--- src/lpht_pkg.sv ---
// shared types, codes and helpers for the linear probe hash table
// no dependencies; used by the interfaces, the hash unit and the top level
package lpht_pkg;

    // widths fixed by the field formats
    localparam int unsigned CAP_W      = 7;
    localparam int unsigned LEN_W      = 4;
    localparam int unsigned WORD_W     = 64;
    localparam int unsigned STATUS_W   = 3;
    localparam int unsigned FUNC_W     = 2;
    localparam int unsigned CFG_ADDR_W = 2;
    localparam int unsigned CFG_DATA_W = 7;

    // register reset values
    localparam logic [CAP_W-1:0] CAPACITY_RST = 7'd64;
    localparam logic [LEN_W-1:0] MAX_KLEN_RST = 4'd8;
    localparam logic [LEN_W-1:0] MAX_PLEN_RST = 4'd8;

    typedef enum logic [FUNC_W-1:0] {
        FUNC_INSERT = 2'd0,
        FUNC_GET    = 2'd1,
        FUNC_DELETE = 2'd2,
        FUNC_UPDATE = 2'd3
    } t_func;

    typedef enum logic [STATUS_W-1:0] {
        ST_OK        = 3'd0,
        ST_FULL      = 3'd1,
        ST_KEY_LONG  = 3'd2,
        ST_PAY_LONG  = 3'd3,
        ST_EXISTS    = 3'd4,
        ST_NOT_FOUND = 3'd5
    } t_status;

    typedef enum logic [CFG_ADDR_W-1:0] {
        CFG_CAPACITY     = 2'd0,
        CFG_MAX_KEY_LEN  = 2'd1,
        CFG_MAX_PAY_LEN  = 2'd2
    } t_cfg_idx;

    // hash unit status toward the sequencer
    typedef struct packed {
        logic             done;
        logic [CAP_W-1:0] home;
    } t_hash_st;

    // mask keeping the low len bytes of a word
    function automatic logic [WORD_W-1:0] byte_mask(input logic [LEN_W-1:0] len);
        logic [WORD_W-1:0] m;
        if (len >= 4'd8) begin
            m = '1;
        end else begin
            m = (WORD_W'(1) << {len[2:0], 3'b000}) - WORD_W'(1);
        end
        return m;
    endfunction

endpackage

--- src/lpht_hash.sv ---
// home slot unit: byte sum of the key, then restoring remainder by capacity
// depends on lpht_pkg; one byte per cycle, then one quotient bit per cycle
module lpht_hash #(
    parameter int KEY_BYTES = 8
) (
    input  logic                         i_clk,
    input  logic                         i_rst_n,
    input  logic                         i_start,
    input  logic [KEY_BYTES*8-1:0]       i_key,
    input  logic [lpht_pkg::CAP_W-1:0]   i_cap,
    output lpht_pkg::t_hash_st           o_st
);
    localparam int KEY_W   = KEY_BYTES * 8;
    localparam int SUM_W   = $clog2(KEY_BYTES * 255 + 1);
    localparam int DIV_W   = lpht_pkg::CAP_W + SUM_W - 1;
    localparam int CNT_MAX = (KEY_BYTES > SUM_W) ? KEY_BYTES : SUM_W;
    localparam int CNT_W   = $clog2(CNT_MAX);

    typedef enum logic [1:0] {
        H_IDLE,
        H_SUM,
        H_MOD
    } t_hstate;

    t_hstate          r_state;
    logic [KEY_W-1:0] r_ksh;
    logic [SUM_W-1:0] r_sum;
    logic [DIV_W-1:0] r_div;
    logic [CNT_W-1:0] r_cnt;
    logic             r_done;

    // shared compare and subtract for the remainder steps
    logic [DIV_W-1:0] rem_ext;
    logic             rem_ge;
    assign rem_ext = DIV_W'(r_sum);
    assign rem_ge  = (rem_ext >= r_div);

    always_ff @(posedge i_clk) begin
        if (!i_rst_n) begin
            r_state <= H_IDLE;
            r_done  <= 1'b0;
        end else begin
            r_done <= 1'b0;
            case (r_state)
                H_IDLE: begin
                    if (i_start) begin
                        r_ksh   <= i_key;
                        r_sum   <= '0;
                        r_div   <= DIV_W'(i_cap) << (SUM_W - 1);
                        r_cnt   <= CNT_W'(KEY_BYTES - 1);
                        r_state <= H_SUM;
                    end
                end
                // add one key byte per cycle
                H_SUM: begin
                    r_sum <= r_sum + SUM_W'(r_ksh[7:0]);
                    r_ksh <= r_ksh >> 8;
                    if (r_cnt == '0) begin
                        r_cnt   <= CNT_W'(SUM_W - 1);
                        r_state <= H_MOD;
                    end else begin
                        r_cnt <= r_cnt - CNT_W'(1);
                    end
                end
                // one restoring step per cycle
                H_MOD: begin
                    if (rem_ge) begin
                        r_sum <= SUM_W'(rem_ext - r_div);
                    end
                    r_div <= r_div >> 1;
                    if (r_cnt == '0) begin
                        r_done  <= 1'b1;
                        r_state <= H_IDLE;
                    end else begin
                        r_cnt <= r_cnt - CNT_W'(1);
                    end
                end
                default: begin
                    r_state <= H_IDLE;
                end
            endcase
        end
    end

    assign o_st.done = r_done;
    assign o_st.home = lpht_pkg::CAP_W'(r_sum);

    // remainder is below the divisor once done
    assert property (@(posedge i_clk) disable iff (!i_rst_n)
        r_done |-> (lpht_pkg::CAP_W'(r_sum) < i_cap || i_cap == '0))
        else $error("hash remainder not reduced");
    // the sum phase only leads on to the remainder phase
    assert property (@(posedge i_clk) disable iff (!i_rst_n)
        (r_state == H_SUM) |=> (r_state == H_SUM || r_state == H_MOD))
        else $error("hash sum phase left early");
    assert property (@(posedge i_clk) disable iff (!i_rst_n)
        r_done |-> $past(r_state == H_MOD))
        else $error("hash done without remainder phase");

endmodule

--- config.mk ---
export PLATFORM = sky130hd
export DESIGN_NAME = lpht_hash
export DESIGN_NICKNAME = d
export VERILOG_FILES = /design/src/lpht_pkg.sv /design/src/lpht_hash.sv
export SDC_FILE = /design/constraint.sdc
export NUM_CORES = 1
export LEC_CHECK = 0
export ABC_AREA = 1
export BUFFER_PORTS_ARGS = -buffer_cell sky130_fd_sc_hd__buf_2
export CORE_MARGIN = 5
export CORE_UTILIZATION = 52
export CTS_CLUSTER_SIZE = 40
export DETAILED_ROUTE_END_ITERATION = 12
export PLACE_DENSITY_LB_ADDON = 0.3
export RECOVER_POWER = 25
export SKIP_LAST_GASP = 1
export SYNTH_ARGS = -nofsm -noshare
export SYNTH_HDL_FRONTEND = slang
export SYNTH_SLANG_ARGS = --single-unit
--- constraint.sdc ---
create_clock -name i_clk -period 4.2 [get_ports i_clk]
set_input_delay 0 -clock i_clk [delete_from_list [all_inputs] [get_ports i_clk]]
set_output_delay 0 -clock i_clk [all_outputs]
set_load 0.005 [all_outputs]
## Word level (Yosys, flattened, before mapping)

Cells that the tools add are included.

| word-level totals | value |
|---|---|
| flip-flop bits (word level) | 99 |
| bits of input ports | 74 |
| output and inout port bits | 8 |

| operators by class | value |
|---|---|
| $add $sub $neg | 3 |
| magnitude comparators | 1 |
| equal/unequal tests | 7 |
| multiplexer cells | 16 |
| reductions and logical operators | 11 |

Operators by type and width:

| kind | count |
|---|---|
| $pmux W64 S2 | 1 |
| $mux W64 | 1 |
| $pmux W17 S2 | 1 |
| $pmux W11 S3 | 1 |
| $mux W11 | 2 |
| $ge A11 B17 Y1 | 1 |
| $mux W17 | 1 |
| $mux W4 | 3 |
| $pmux W4 S3 | 1 |
| $add A11 B8 Y11 | 1 |
| $sub A11 B11 Y11 | 1 |
| $ne A2 B2 Y1 const B | 5 |
| $reduce_and A3 Y1 | 3 |
| $reduce_and A4 Y1 | 2 |
| $mux W2 | 3 |
| $pmux W2 S3 | 1 |
| $logic_not A4 Y1 | 1 |
| $reduce_bool A2 Y1 | 2 |
| $sub A4 B1 Y4 const B | 1 |
| $reduce_bool A3 Y1 | 1 |
| $eq A2 B1 Y1 const B | 1 |
| $eq A2 B2 Y1 const B | 1 |
| $logic_not A2 Y1 | 1 |
| $reduce_and A2 Y1 | 1 |
| $mux W1 | 1 |

## Longest topological paths before layout

Gate-level depths: netlist of run 1.

| logic depth | value |
|---|---|
| depth in word-level cells | 3 |
| mapped depth | 17 |
| mapped depth without buffers | 17 |

## Worst setup path before layout of run 1

Ideal clock, no wire load.

| path | value |
|---|---|
| path kind | flip-flop to flip-flop |
| from | register r_state[0] |
| to | register r_ksh[0] (enable) |
| data arrival time | 3.949 ns |
| setup slack | -0.256 ns |
| cell stages (with the launch flop) | 6 |
| path buffers | 0 |
| cells stage by stage | dfxtp_1 inv_1 ha_1 inv_1 o21ai_0 a21oi_1 |

| between the ends | value |
|---|---|
| word-level cells in the longest chain between the ends | 3 |
| elaborated cells on any way between the ends | 5 |

Ends and longest elaborated chain:

| item | line | text |
|---|---|---|
| start: declaration | lpht_hash.sv:25 | `t_hstate r_state;` |
| start signal: assignment | lpht_hash.sv:40 | `r_state <= H_IDLE;` |
| start signal: assignment | lpht_hash.sv:51 | `r_state <= H_SUM;` |
| start signal: assignment | lpht_hash.sv:60 | `r_state <= H_MOD;` |
| $eq A2 B1 Y1 or $logic_not A2 Y1 (tied branches) | lpht_hash.sv:44 | `case (r_state)` |
| $reduce_bool A2 Y1 (no source line) or $ne A2 B2 Y1 (tied branches) | - |  |
| $reduce_and A3 Y1 (no source line) (*) | - |  |
| end signal: assignment | lpht_hash.sv:47 | `r_ksh <= i_key;` |
| end signal: assignment | lpht_hash.sv:57 | `r_ksh <= r_ksh >> 8;` |
| end: declaration | lpht_hash.sv:26 | `logic [KEY_W-1:0] r_ksh;` |

Every way passes the cells marked *; elsewhere a longest branch is shown, timed or not.
A chain may end at the register's enable or synchronous reset.

## Worst setup path in the final report of run 1

| path | value |
|---|---|
| from | register r_state[1] |
| to | register r_ksh[4] (enable) |

The elaborated chain is that of the path after synthesis.

==> results.md, run 1 <==
* Sequential share of power at 51.5%
* Total congestion overflow after global routing at 0
* Largest cells by area after synthesis: sky130_fd_sc_hd__edfxtp_1 55%, sky130_fd_sc_hd__nand2_1 17%, sky130_fd_sc_hd__ha_1 6.6%
* Clk Tree Root Cell: sky130_fd_sc_hd__clkbuf_8
* Buffers added on ports at 81
* Switching share of power at 30.5%
* Achievable Freq at 304 MHz
* Vertical die dimension at 111 µm
* Min-delay src: i_start
* Kind of critical path: reg -> reg
* Final #Nets at 841
* Antenna viol nets, final at 0
* Timing startpoint of the critical path: r_state[1]
* Maximum root-to-sink buffer count at 2
* Core Footprint at 9820 µm²
* Clock latency of the later-clocked register in the worst-skew pair at about 0.37 ns
* Detailed placement HPWL at just over 8 mm
* WL per Instance at 15.0 µm
* Switch Pwr at approximately 0.77 mW
* Number of primary I/O pins at 82
* Endpoint type of the worst setup path: flop
* Worst hold-check path type: in -> reg
* Total of endpoints with negative setup slack in the final report at 0
* Leakage Power at 3.16 nW
* Num Clock Sinks at 99
* Share of power burned in combinational logic at 24.9%
* Number of instances on the worst hold path at 3
* Crit path arrival time at 3.30 ns
* Share of the synthesized area in the top cell type at 54.6%
* Mean number of vias per cell at about 5
* Iteration-0 DRC count of the detailed router at 345
* Clock-pin slew of the registers on the worst-case setup and hold paths at approximately 0.09 ns
* Initial standard-cell utilization of the core at 53.7%
* DRC violations left at 0
* Net count of the mapped netlist at 700
* Number of cells traversed by the worst register-to-register path at 5
* Synthesis-to-layout area growth at 25.7%
* Register bit count reported by yosys at 99
* Synth warnings at 0
* Count of endpoints failing hold in the final timing report at 0
* Most frequent cells in the layout: 242 x sky130_fd_sc_hd__nand2_1, 96 x sky130_fd_sc_hd__edfxtp_1, 78 x sky130_fd_sc_hd__buf_2
* Startpoint of the lowest-slack register-to-register path: r_state[1]
* Share of post-route cells with drive strength above 1 at about an eighth
* Mean Syn Cell Area at 8.84 µm²
* Initial antenna violation count at 1
* P per Cell Area at 381 nW/µm²
* Deepest level of the CTS H-tree at 3
* Slew @ Worst Pin at between 1.5 and 2 ns
* Number of global-route vias before repair at 4561
* Number of buffers created by CTS at 9
* Status: finished, violations left
* Final total negative setup slack at 0 ns
* Post-CTS sizing at 0
* Wirelength, routed at 13.1 mm
* Site Rows at 36
* Worst-case setup slack after placement at between 1 and 1.5 ns
* Worst Hold Slack at 0.0309 ns
* Area enclosed by the die boundary at 12300 µm²
* Commonest non-fill, non-tap cell in the layout: sky130_fd_sc_hd__nand2_1
* Power Internal at around 1.8 mW
* Cell type with the largest total area after synthesis: sky130_fd_sc_hd__edfxtp_1
* Required time at the endpoint of the critical path at 4.22 ns
* TritonCTS clock tree: done
* Core utilization of the finished layout at 67.6%
* First-pass GRT wire length at 21.3 mm
* Portion of the post-synthesis area used by sequential elements at roughly 56%
* Clk network pwr share at between 20% and 30%
* Worst IR drop on VDD at 0.288 mV
* Number of cells produced by synthesis at 597
* Number of distinct standard cells referenced by the synthesized netlist at 26
* Cell area after synthesis at ~5300 µm²
* RD Place Congestion at 0.956
* Total via count in the routed design at 4404
* Pin count of the biggest net entering global routing at 68
* Highest net fanout along the worst path at 58
* Clock period minus final worst setup slack at 3.28 ns
* Max-Slew Margin vs Limit at -13.5%
* Setup repair after global routing missed its margin: false
* Count of final max-slew check failures at between 50 and 60
* Die outline width at 111 µm
* Number of detailed-route iterations in the first pass at 5
* Violations in the final reports: max-capacitance violations, max-slew violations
* Kind of start point of the critical path: flop
* Max Cap Violations at 1
* Clock skew after layout at 0.00826 ns
* Final period util at 78.2%
* Post-route setup slack at 0.915 ns
* Combined global-route utilization of all metal layers at 21.5%
power groups by stage:
| stage | Sequential [mW] | Clock [mW] | Combinational, mW |
|---|---|---|---|
| after floorplan | 1.30 | 0 | 0.418 |
| after CTS | 1.30 | 0.611 | 0.614 |
| final | 1.30 | 0.598 | 0.628 |
| after global routing | 1.31 | 0.648 | 0.715 |
| after global placement | 1.32 | 0 | 0.537 |
| after detailed placement | 1.32 | 0 | 0.559 |
worst max-delay path, cell delays in order, from the launching register on:
cell                      delay [ns]
sky130_fd_sc_hd__dfxtp_1        0.35
sky130_fd_sc_hd__inv_1          0.09
sky130_fd_sc_hd__ha_1           0.16
sky130_fd_sc_hd__inv_1          0.70
sky130_fd_sc_hd__a21oi_4        1.02
sky130_fd_sc_hd__buf_4          0.56
sequential cells by signal, indices dropped and copies added (netlist names):
name,flops
r_sum,11
r_ksh,64
r_done,1
r_state,2
r_div,17
r_cnt,4
metal layers:
metal  vias to the layer above  global-route usage [%]  share of wire, %
li1                       2196                       -                 -
met1                      2014                    24.5                39
met2                       171                    39.2                53
met3                        23                    5.62               5.8
met4                         0                    6.98               2.3
met5                         -                       0                 0
synthesized netlist by cell type:
master and number:
sky130_fd_sc_hd__nand2_1 242, sky130_fd_sc_hd__edfxtp_1 96, sky130_fd_sc_hd__inv_1 69, sky130_fd_sc_hd__nor2_1 46, sky130_fd_sc_hd__ha_1 28, sky130_fd_sc_hd__a21oi_1 27, sky130_fd_sc_hd__nand3_1 19, sky130_fd_sc_hd__o21ai_0 18
sky130_fd_sc_hd__buf_2 14, sky130_fd_sc_hd__buf_4 9, sky130_fd_sc_hd__a31oi_1 4, sky130_fd_sc_hd__clkbuf_1 3, sky130_fd_sc_hd__dfxtp_1 3, sky130_fd_sc_hd__a21o_1 2, sky130_fd_sc_hd__nand3b_1 2, sky130_fd_sc_hd__o21bai_1 2
sky130_fd_sc_hd__or2_2 2, sky130_fd_sc_hd__xnor2_1 2, sky130_fd_sc_hd__xor2_1 2, sky130_fd_sc_hd__fa_1 1, sky130_fd_sc_hd__inv_2 1, sky130_fd_sc_hd__nand4_1 1, sky130_fd_sc_hd__nor3_1 1, sky130_fd_sc_hd__o211ai_1 1
sky130_fd_sc_hd__o21ai_1 1, sky130_fd_sc_hd__o21ai_2 1
what timing repair did:
| item | 4_1_cts | 5_1_grt |
|---|---|---|
| hold buffers | 72 | 0 |
| hold endpoints to repair | 74 | 0 |
| buffers inserted | 0 | 0 |
layout make-up:
class,instances,area [µm²]
inverter,70,263
multi-input combinational,402,1930
fill,766,3190
clock inverter,5,53.8
sequential,99,2940
clock buffer,10,128
antenna,1,2.50
tap,133,166
timing repair buffer,156,1140
per-stage QoR:
step / instances / power (mW) / area (µm²)
final: 876 / 2.52 / 6630
after global routing: 876 / 2.67 / 6630
after CTS: 875 / 2.52 / 6640
after detailed placement: 788 / 1.88 / 5740
after global placement: 788 / 1.85 / 5740
after floorplan: 597 / 1.72 / 5280
final timing paths:
path | end | slack [ns]
min | r_state[0] | 0.03
max reg2reg | r_ksh[4] | 0.92
max | r_ksh[4] | 0.92
min reg2reg | r_ksh[1] | 0.52
cell families (layout without fill, tap and decap cells):
logic type	Yosys count	in the layout	share of synthesized area [%]
compound gates	56	56	5.71
xor+xnor	4	4	0.664
fa+ha+maj	29	29	7.02
buf+inv	96	241	7.80
flops	99	99	55.8
other cells	0	1	0
simple gates	313	313	23.0
No activity file was read; power rests on OpenSTA's default activity.
==> inputs of run 2 (changes only) <==
- clock period: 4.2 -> 2.9 ns (I/O delays scaled with it)
==> run 2 against run 1 <==
Against the previous run:
- the run now ends clean
- via count down 1.1%
- clock skew is 0.014 ns higher
- sequential share of layout area down 0.067 points
- utilization up 0.10 points
- hold slack better by 0.019 ns
- maximum frequency is 21% higher
- cell area increased by 0.15%
- largest power group unchanged
- routed wire length fell by 2.9%
- critical endpoint is now r_sum[6]
- total power increased by 42%
- global-route usage is 0.74 points lower
==> results.md, run 2 (same netlist as run 1, synthesis figures left out) <==
* Most frequent cells in the layout: 242 x sky130_fd_sc_hd__nand2_1, 96 x sky130_fd_sc_hd__edfxtp_1, 78 x sky130_fd_sc_hd__buf_2 (unchanged)
* Iteration-0 DRC count of the detailed router at 304 (was 345)
* Kind of start point of the critical path: flop (unchanged)
* First-pass GRT wire length at 20.5 mm (was 21.3 mm)
* Number of primary I/O pins at 82 (unchanged)
* Detailed placement HPWL at 7.89 mm (was 8.19 mm)
* Maximum root-to-sink buffer count at 2 (unchanged)
* Slew @ Worst Pin at 1.26 ns (was 1.70 ns)
* Total of endpoints with negative setup slack in the final report at 0 (unchanged)
* Leakage Power at 3.17 nW (was 3.16 nW)
* Max-Slew Margin vs Limit at 15.7% (was -13.5%)
* Share of post-route cells with drive strength above 1 at 13.8% (was 13.2%)
* Number of standard cells in the final layout excluding fillers at 878 (was 876)
* # Post-CTS Setup Buffers at 0 (unchanged)
* # placed instances at 791 (was 788)
* P per Cell Area at 538 nW/µm² (was 381 nW/µm²)
* Core Footprint at 9820 µm² (unchanged)
* Clock skew after layout at 0.0220 ns (was 0.00826 ns)
* Num Clock Sinks at 99 (unchanged)
* Sequential share of power at 52.6% (was 51.5%)
* Buffers added on ports at 81 (unchanged)
* Min-delay src: i_start (unchanged)
* Max Cap Violations at 0 (was 1)
* Clock period minus final worst setup slack at 2.72 ns (was 3.28 ns)
* Count of endpoints failing hold in the final timing report at 0 (unchanged)
* Terminus of the critical flop-to-flop path: r_sum[6] (was r_ksh[4])
* Number of buffers created by CTS at 9 (unchanged)
* Total congestion overflow after global routing at 0 (unchanged)
* Setup slack on the worst flop-to-flop path at 0.18 ns (was 0.92 ns)
* RD Place Congestion at 0.959 (was 0.956)
* Timing startpoint of the critical path: r_state[0] (was r_state[1])
* Count of final max-slew check failures at 0 (was 59)
* Startpoint of the lowest-slack register-to-register path: r_state[0] (was r_state[1])
* WL per Instance at 14.5 µm (was 15.0 µm)
* Number of cells traversed by the worst register-to-register path at 12 (was 5)
* Clk network pwr share at 21.9% (was 23.7%)
* Clock latency of the later-clocked register in the worst-skew pair at 0.37 ns (about the same)
* Worst hold-check path type: in -> reg (unchanged)
* Die outline width at 111 µm (unchanged)
* Number of detailed-route iterations in the first pass at 5 (unchanged)
* Clk Tree Root Cell: sky130_fd_sc_hd__clkbuf_8 (unchanged)
* Area enclosed by the die boundary at 12300 µm² (unchanged)
* Power Internal at 2.46 mW (was 1.76 mW)
* Wirelength, routed at 12.8 mm (was 13.1 mm)
* Combined global-route utilization of all metal layers at 20.8% (was 21.5%)
* Final total negative setup slack at 0 ns (unchanged)
* Deepest level of the CTS H-tree at 3 (unchanged)
* Register containing the most flip-flops in the final layout: r_ksh (unchanged)
* Kind of critical path: reg -> reg (unchanged)
* Status: completed (was finished, violations left)
* Number of instances on the worst hold path at 4 (was 3)
* Number of global-route vias before repair at 4338 (was 4561)
* Pin count of the biggest net entering global routing at 68 (unchanged)
* Crit path arrival time at 2.91 ns (was 3.30 ns)
* Site Rows at 36 (unchanged)
* Clock-pin slew of the registers on the worst-case setup and hold paths at 0.09 ns (about the same)
* Endpoint type of the worst setup path: flop (unchanged)
* Switching share of power at 31.2% (was 30.5%)
* Final #Nets at 844 (was 841)
* Worst-case hold path end point: r_state[1] (was r_state[0])
* Total via count in the routed design at 4354 (was 4404)
* DRC violations left at 0 (unchanged)
* Number of flip-flops under the largest register name at 64 (unchanged)
* Share of power burned in combinational logic at 25.5% (was 24.9%)
* Highest net fanout along the worst path at 18 (was 58)
* Mean number of vias per cell at 4.96 (was 5.03)
* Setup repair after global routing missed its margin: false (unchanged)
* Final period util at 93.9% (was 78.2%)
* Commonest non-fill, non-tap cell in the layout: sky130_fd_sc_hd__nand2_1 (unchanged)
* Initial antenna violation count at 1 (unchanged)
* Initial standard-cell utilization of the core at 53.7% (unchanged)
* Leading registers by flop count: r_ksh: 64 flops, r_div: 17 flops, r_sum: 11 flops (unchanged)
* Filler instances at 749 (was 766)
* Core utilization of the finished layout at 67.7% (was 67.6%)
* Synthesis-to-layout area growth at 25.9% (was 25.7%)
* Switch Pwr at 1.12 mW (was 0.769 mW)
* Antenna viol nets, final at 0 (unchanged)
* Required time at the endpoint of the critical path at 3.09 ns (was 4.22 ns)
* Overall Power at 3.57 mW (was 2.52 mW)
* Vertical die dimension at 111 µm (unchanged)
* Worst IR drop on VDD at 0.305 mV (was 0.288 mV)
* TritonCTS clock tree: done (unchanged)
* Achievable Freq at 367 MHz (was 304 MHz)
==> run 2: changes by cell type in the layout (fill, tap and decap cells not counted) <==
cell / previous run / this run
sky130_fd_sc_hd__inv_2: 1 / 2
sky130_fd_sc_hd__buf_12: 0 / 1
sky130_fd_sc_hd__inv_1: 69 / 68
sky130_fd_sc_hd__bufinv_16: 1 / 0
sky130_fd_sc_hd__clkbuf_2: 0 / 1
sky130_fd_sc_hd__clkinvlp_4: 1 / 2
sky130_fd_sc_hd__buf_4: 3 / 4
sky130_fd_sc_hd__a21oi_1: 26 / 25
sky130_fd_sc_hd__a21oi_2: 0 / 1
sky130_fd_sc_hd__clkinv_1: 2 / 1
==> run 2: final cells by class <==
| type | instances | area [µm²] | area share [%] |
|---|---|---|---|
| antenna | 1 | 2.50 | 0.0377 |
| clock buffer | 10 | 128 | 1.92 |
| clock inverter | 4 | 27.5 | 0.414 |
| inverter | 70 | 263 | 3.95 |
| multi-input combinational | 402 | 1940 | 29.2 |
| sequential | 99 | 2940 | 44.3 |
| tap | 133 | 166 | 2.50 |
| timing repair buffer | 159 | 1180 | 17.7 |
==> run 2: what timing repair did <==
item	4_1_cts	5_1_grt
setup endpoints to repair	0	1
endpoints found under the hold margin	74	0
hold buffers	72	0
gates resized for setup	0	1
==> run 2: routing by layer <==
metal | vias up | track usage, % | share of wire (%)
li1 | 2201 | - | -
met1 | 1954 | 24.3 | 39
met2 | 169 | 36.8 | 52
met3 | 30 | 4.31 | 6.6
met4 | 0 | 9.20 | 2.8
met5 | - | 0 | 0
==> run 2: worst max-delay path by stage <==
stage                     cells past startpoint       end
after global routing                         12  r_sum[6]
after CTS                                    11  r_sum[6]
after detailed placement                     11  r_sum[6]
after floorplan                               5  r_ksh[0]
after global placement                       12  r_sum[5]
final                                        12  r_sum[6]
==> run 2: power by group through the flow <==
stage               Combinational [mW]  Clock (mW)  Sequential [mW]
finish                           0.913       0.782             1.88
global placement                 0.783           0             1.91
CTS                              0.896       0.793             1.88
global route                      1.04       0.853             1.89
floorplan                        0.609           0             1.89
detailed placement               0.813           0             1.91
==> run 2: per-stage QoR <==
stage	area (µm²)	setup slack, ns	hold slack [ns]
after global placement	5770	0.343	0.265
final	6640	0.177	0.0503
after CTS	6650	0.194	0.0233
after floorplan	5290	0.457	0.127
after global routing	6640	0.0482	0.0820
after detailed placement	5770	0.302	0.265
==> run 2: critical path, stage by stage (launching register included) <==
cell and delay [ns]:
sky130_fd_sc_hd__dfxtp_1 0.37, sky130_fd_sc_hd__inv_1 0.09, sky130_fd_sc_hd__ha_1 0.29, sky130_fd_sc_hd__buf_4 0.23
sky130_fd_sc_hd__nand2_1 0.07, sky130_fd_sc_hd__inv_1 0.05, sky130_fd_sc_hd__a31oi_1 0.26, sky130_fd_sc_hd__ha_1 0.37
sky130_fd_sc_hd__nand3_1 0.12, sky130_fd_sc_hd__nand3_1 0.13, sky130_fd_sc_hd__a21oi_1 0.23, sky130_fd_sc_hd__o21ai_0 0.13
sky130_fd_sc_hd__a21oi_1 0.22
==> inputs of run 3 (changes only) <==
- ABC_AREA: 1 -> unset
- CORE_UTILIZATION: 52 -> 40
==> run 3 against run 2 <==
Against the previous run:
- the flow now finishes with violations (max-capacitance violations, max-slew violations)
- non-clock buffer count increased by 12
- synthesized area decreased by 2.3%
- sequential share of layout area decreased by 1.3 points
- cell count decreased by 17%
- setup slack got worse by 0.0079 ns
- sequential power decreased by 7%
- cell area increased by 3.0%
- combinational power decreased by 30%
- routed wire length decreased by 12%
- first-iteration DRC count decreased by 21%
- largest power group unchanged
==> results.md, run 3 <==
* RD Place Congestion at 0.932 (was 0.959)
* Deepest level of the CTS H-tree at 3 (unchanged)
* Basic-gate share of the synthesized area counting and, or, nand and nor cells at 7.84% (was 23.0%)
* Die outline width at 124 µm (was 111 µm)
* Switching share of power at 25.0% (was 31.2%)
* Top_reg_cell synth: sky130_fd_sc_hd__edfxtp_1 (unchanged)
* Achievable Freq at 366 MHz (was 367 MHz)
* Cell area after synthesis at 5150 µm² (was 5280 µm²)
* Number of inserted diodes at 0 (was 1)
* Number of distinct standard cells referenced by the synthesized netlist at 52 (was 26)
* Area share of xor/xnor cells in the synthesized design at 1.87% (was 0.664%)
* Sequential share of power at 49.5% (was 52.6%)
* Wirelength, routed at 11.2 mm (was 12.8 mm)
* Most common library cells after synthesis: 96 x sky130_fd_sc_hd__edfxtp_1, 62 x sky130_fd_sc_hd__mux2_2, 28 x sky130_fd_sc_hd__ha_1 (was 242 x sky130_fd_sc_hd__nand2_1, 96 x sky130_fd_sc_hd__edfxtp_1, 69 x sky130_fd_sc_hd__inv_1)
* Buffers added on ports at 81 (unchanged)
* Clk network pwr share at 32.2% (was 21.9%)
* Max Cap Violations at 1 (was 0)
* Worst IR drop on VDD at 0.363 mV (was 0.305 mV)
* Cell chain of the critical path: inv_1 -> ha_1 -> xnor2_1 -> a21oi_1 -> ha_1 -> a211oi_2 -> o21ai_2 -> a2111oi_4 -> or3_1 -> a21oi_2 (was inv_1 -> ha_1 -> buf_4 -> nand2_1 -> inv_1 -> a31oi_1 -> ha_1 -> nand3_1 -> nand3_1 -> a21oi_1 -> o21ai_0 -> a21oi_1)
* Clock period minus final worst setup slack at 2.73 ns (was 2.72 ns)
* Register bit count reported by yosys at 99 (unchanged)
* Cell type with the largest total area after synthesis: sky130_fd_sc_hd__edfxtp_1 (unchanged)
* Compound-cell area share of the yosys netlist at 8.40% (was 5.71%)
* Count of final max-slew check failures at 65 (was 0)
* Required time at the endpoint of the critical path at 3.00 ns (was 3.09 ns)
* Area enclosed by the die boundary at 15300 µm² (was 12300 µm²)
* Num Clock Sinks at 99 (unchanged)
* Kind of critical path: reg -> reg (unchanged)
* Highest net fanout along the worst path at 5 (was 18)
* Violations in the final reports: max-capacitance violations, max-slew violations
* Final #Nets at 655 (was 844)
* Share of cell area taken by muxes after synthesis at 13.7% (was 0%)
* Overall Power at 3.51 mW (was 3.57 mW)
* Synthesis-to-layout area growth at 32.7% (was 25.9%)
* Total congestion overflow after global routing at 0 (unchanged)
* Total of endpoints with negative setup slack in the final report at 0 (unchanged)
* Clock skew after layout at 0.00718 ns (was 0.0220 ns)
* Setup repair after global routing missed its margin: false (unchanged)
* Number of primary I/O pins at 82 (unchanged)
* EDFF count, synth at 96 (unchanged)
* Core Footprint at 12600 µm² (was 9820 µm²)
* Most frequently used cell type in the post-synthesis netlist: sky130_fd_sc_hd__edfxtp_1 (was sky130_fd_sc_hd__nand2_1)
* Net count of the mapped netlist at 494 (was 700)
* WL per Instance at 15.4 µm (was 14.5 µm)
* Clock latency of the later-clocked register in the worst-skew pair at 0.35 ns (was 0.37 ns)
* Leakage Power at 2.61 nW (was 3.17 nW)
* Register containing the most flip-flops in the final layout: r_ksh (unchanged)
* Number of standard cells in the final layout excluding fillers at 729 (was 878)
* Largest cells by area after synthesis: sky130_fd_sc_hd__edfxtp_1 56%, sky130_fd_sc_hd__mux2_2 14%, sky130_fd_sc_hd__ha_1 6.8% (was sky130_fd_sc_hd__edfxtp_1 55%, sky130_fd_sc_hd__nand2_1 17%, sky130_fd_sc_hd__ha_1 6.6%)
* DRC violations left at 0 (unchanged)
* Initial antenna violation count at 0 (was 1)
* Status: finished, violations left (was completed)
* CP max-delay cell: sky130_fd_sc_hd__edfxtp_1 (was sky130_fd_sc_hd__dfxtp_1)
* Number of buffers created by CTS at 9 (unchanged)
* # Post-CTS Setup Buffers at 0 (unchanged)
* P per Cell Area at 513 nW/µm² (was 538 nW/µm²)
* Synth warnings at 0 (unchanged)
* Clk Tree Root Cell: sky130_fd_sc_hd__clkbuf_16 (was sky130_fd_sc_hd__clkbuf_8)
* Largest family of logic cells by synthesized area: multiplexers (was simple AND/OR/NAND/NOR gates)
* Number of flip-flops under the largest register name at 64 (unchanged)
* Most frequent CP cell: sky130_fd_sc_hd__ha_1
* Total via count in the routed design at 3550 (was 4354)
* Leading registers by flop count: r_ksh: 64 flops, r_div: 17 flops, r_sum: 11 flops (unchanged)
* Final period util at 94.2% (was 93.9%)
* Count of endpoints failing hold in the final timing report at 0 (unchanged)
* Clock-pin slew of the registers on the worst-case setup and hold paths at 0.07 ns (was 0.09 ns)
* Combined global-route utilization of all metal layers at 15.4% (was 20.8%)
* Vertical die dimension at 124 µm (was 111 µm)
* Pin count of the biggest net entering global routing at 65 (was 68)
* Maximum root-to-sink buffer count at 2 (unchanged)
* Most frequent cells in the layout: 96 x sky130_fd_sc_hd__edfxtp_1, 77 x sky130_fd_sc_hd__buf_2, 74 x sky130_fd_sc_hd__dlygate4sd3_1 (was 242 x sky130_fd_sc_hd__nand2_1, 96 x sky130_fd_sc_hd__edfxtp_1, 78 x sky130_fd_sc_hd__buf_2)
* Mean number of vias per cell at 4.87 (was 4.96)
* Share of power burned in combinational logic at 18.3% (was 25.5%)
* Number of global-route vias before repair at 3708 (was 4338)
* Switch Pwr at 0.876 mW (was 1.12 mW)
* Setup slack on the worst flop-to-flop path at 0.17 ns (was 0.18 ns)
* Mean Syn Cell Area at 13.2 µm² (was 8.84 µm²)
* Antenna viol nets, final at 0 (unchanged)
* Number of cells produced by synthesis at 391 (was 597)
* Crit path arrival time at 2.83 ns (was 2.91 ns)
* CP max stage delay at 0.39 ns (was 0.37 ns)
* Commonest non-fill, non-tap cell in the layout: sky130_fd_sc_hd__edfxtp_1 (was sky130_fd_sc_hd__nand2_1)
* Detailed placement HPWL at 7.33 mm (was 7.89 mm)
* Kind of start point of the critical path: flop (unchanged)
* Site Rows at 41 (was 36)
* # placed instances at 639 (was 791)
* Initial standard-cell utilization of the core at 40.8% (was 53.7%)
* Worst Hold Slack at 0.478 ns (was 0.0503 ns)
* Slew @ Worst Pin at 1.52 ns (was 1.26 ns)
* First-pass GRT wire length at 18.1 mm (was 20.5 mm)
* Power Internal at 2.63 mW (was 2.46 mW)
* Worst hold-check path type: in -> reg (unchanged)
* Max-Slew Margin vs Limit at -1.22% (was 15.7%)
* Async S/R FF share, synth at 0% (unchanged)
* Number of detailed-route iterations in the first pass at 5 (unchanged)
* Portion of the post-synthesis area used by sequential elements at 57.1% (was 55.8%)
* TritonCTS clock tree: done (unchanged)
* Share of the synthesized area in the top cell type at 55.9% (was 54.6%)
* Endpoint type of the worst setup path: flop (unchanged)
* Final total negative setup slack at 0 ns (unchanged)
* Share of post-route cells with drive strength above 1 at 32.9% (was 13.8%)
* Iteration-0 DRC count of the detailed router at 239 (was 304)
* Fraction of the mapped netlist area in adder cells at 7.19% (was 7.02%)
[run 3: changes by cell type in the layout (fill, tap and decap cells not counted), sizes merged, moves of 4 or more]
cell / delta
nand3: -15
nand2b: +4
nor2b: +13
inv: -47
nor2: -19
a21oi: -5
nor3: +6
buf: +8
mux2: +62
a211oi: +4
xnor2: +4
nand2: -235
[run 3: layout make-up]
cell class	instances	area (µm²)
Clock buffer	10	229
Clock inverter	6	47.5
Fill cell	1084	5780
Inverter	23	86.3
Multi-Input combinational cell	248	2050
Sequential cell	99	2940
Tap cell	172	215
Timing Repair Buffer	171	1270
[run 3: power by group through the flow]
stage	Sequential (mW)	Combinational, mW	Clock, mW
floorplan	1.76	0.394	0
global placement	1.76	0.544	0
detailed placement	1.77	0.552	0
CTS	1.74	0.638	1.16
global route	1.75	0.709	1.22
finish	1.74	0.642	1.13
[run 3: worst max-delay path, delay by kind of cell, from the launching register on]
kind	cells	cell delay, ns
adders and majority gates	2	0.61
DFF	1	0.39
xor gates and xnor gates	1	0.27
AOI/OAI and AO/OA	5	0.93
and+or+nand+nor	1	0.17
buffers and inverters	1	0.11
[run 3: routing by layer]
metal  track usage, %  part of all wire, %  routed length (µm)  vias up
li1                 -                    -                   -     1765
met1             18.7                   42                4700     1687
met2             25.9                   51                5770       81
met3             4.16                  4.5                 509       17
met4             6.23                  2.2                 246        0
met5                0                    0                   0        -
[run 3: what timing repair did]
item | 4_1_cts | 5_1_grt
gates resized for setup | 0 | 11
setup endpoints to repair | 0 | 6
hold buffers | 74 | 0
endpoints found under the hold margin | 74 | 0
[run 3: stage by stage]
stage	worst slack, ns	util (%)	cell area, µm²
2_1_floorplan	0.0249	-	5170
3_3_place_gp	0.160	46.1	5820
3_5_place_dp	0.0378	46.1	5820
4_1_cts	0.0262	54.2	6840
5_1_grt	0.0290	54.2	6840
6_report	0.169	54.2	6840
[run 3: worst paths after layout]
kind / cells past startpoint / to / start
max: 10 / r_sum[8] / r_ksh[0]
max reg2reg: 10 / r_sum[8] / r_ksh[0]
min reg2reg: 1 / r_ksh[15] / r_ksh[23]
min: 3 / r_ksh[63] / i_key[63]
[run 3: cells by family after synthesis]
family | after synthesis
DFF | 99
AOI/OAI and AO/OA | 67
and+or+nand+nor | 78
xor gates and xnor gates | 11
buffers and inverters | 44
muxes | 63
adders and majority gates | 29
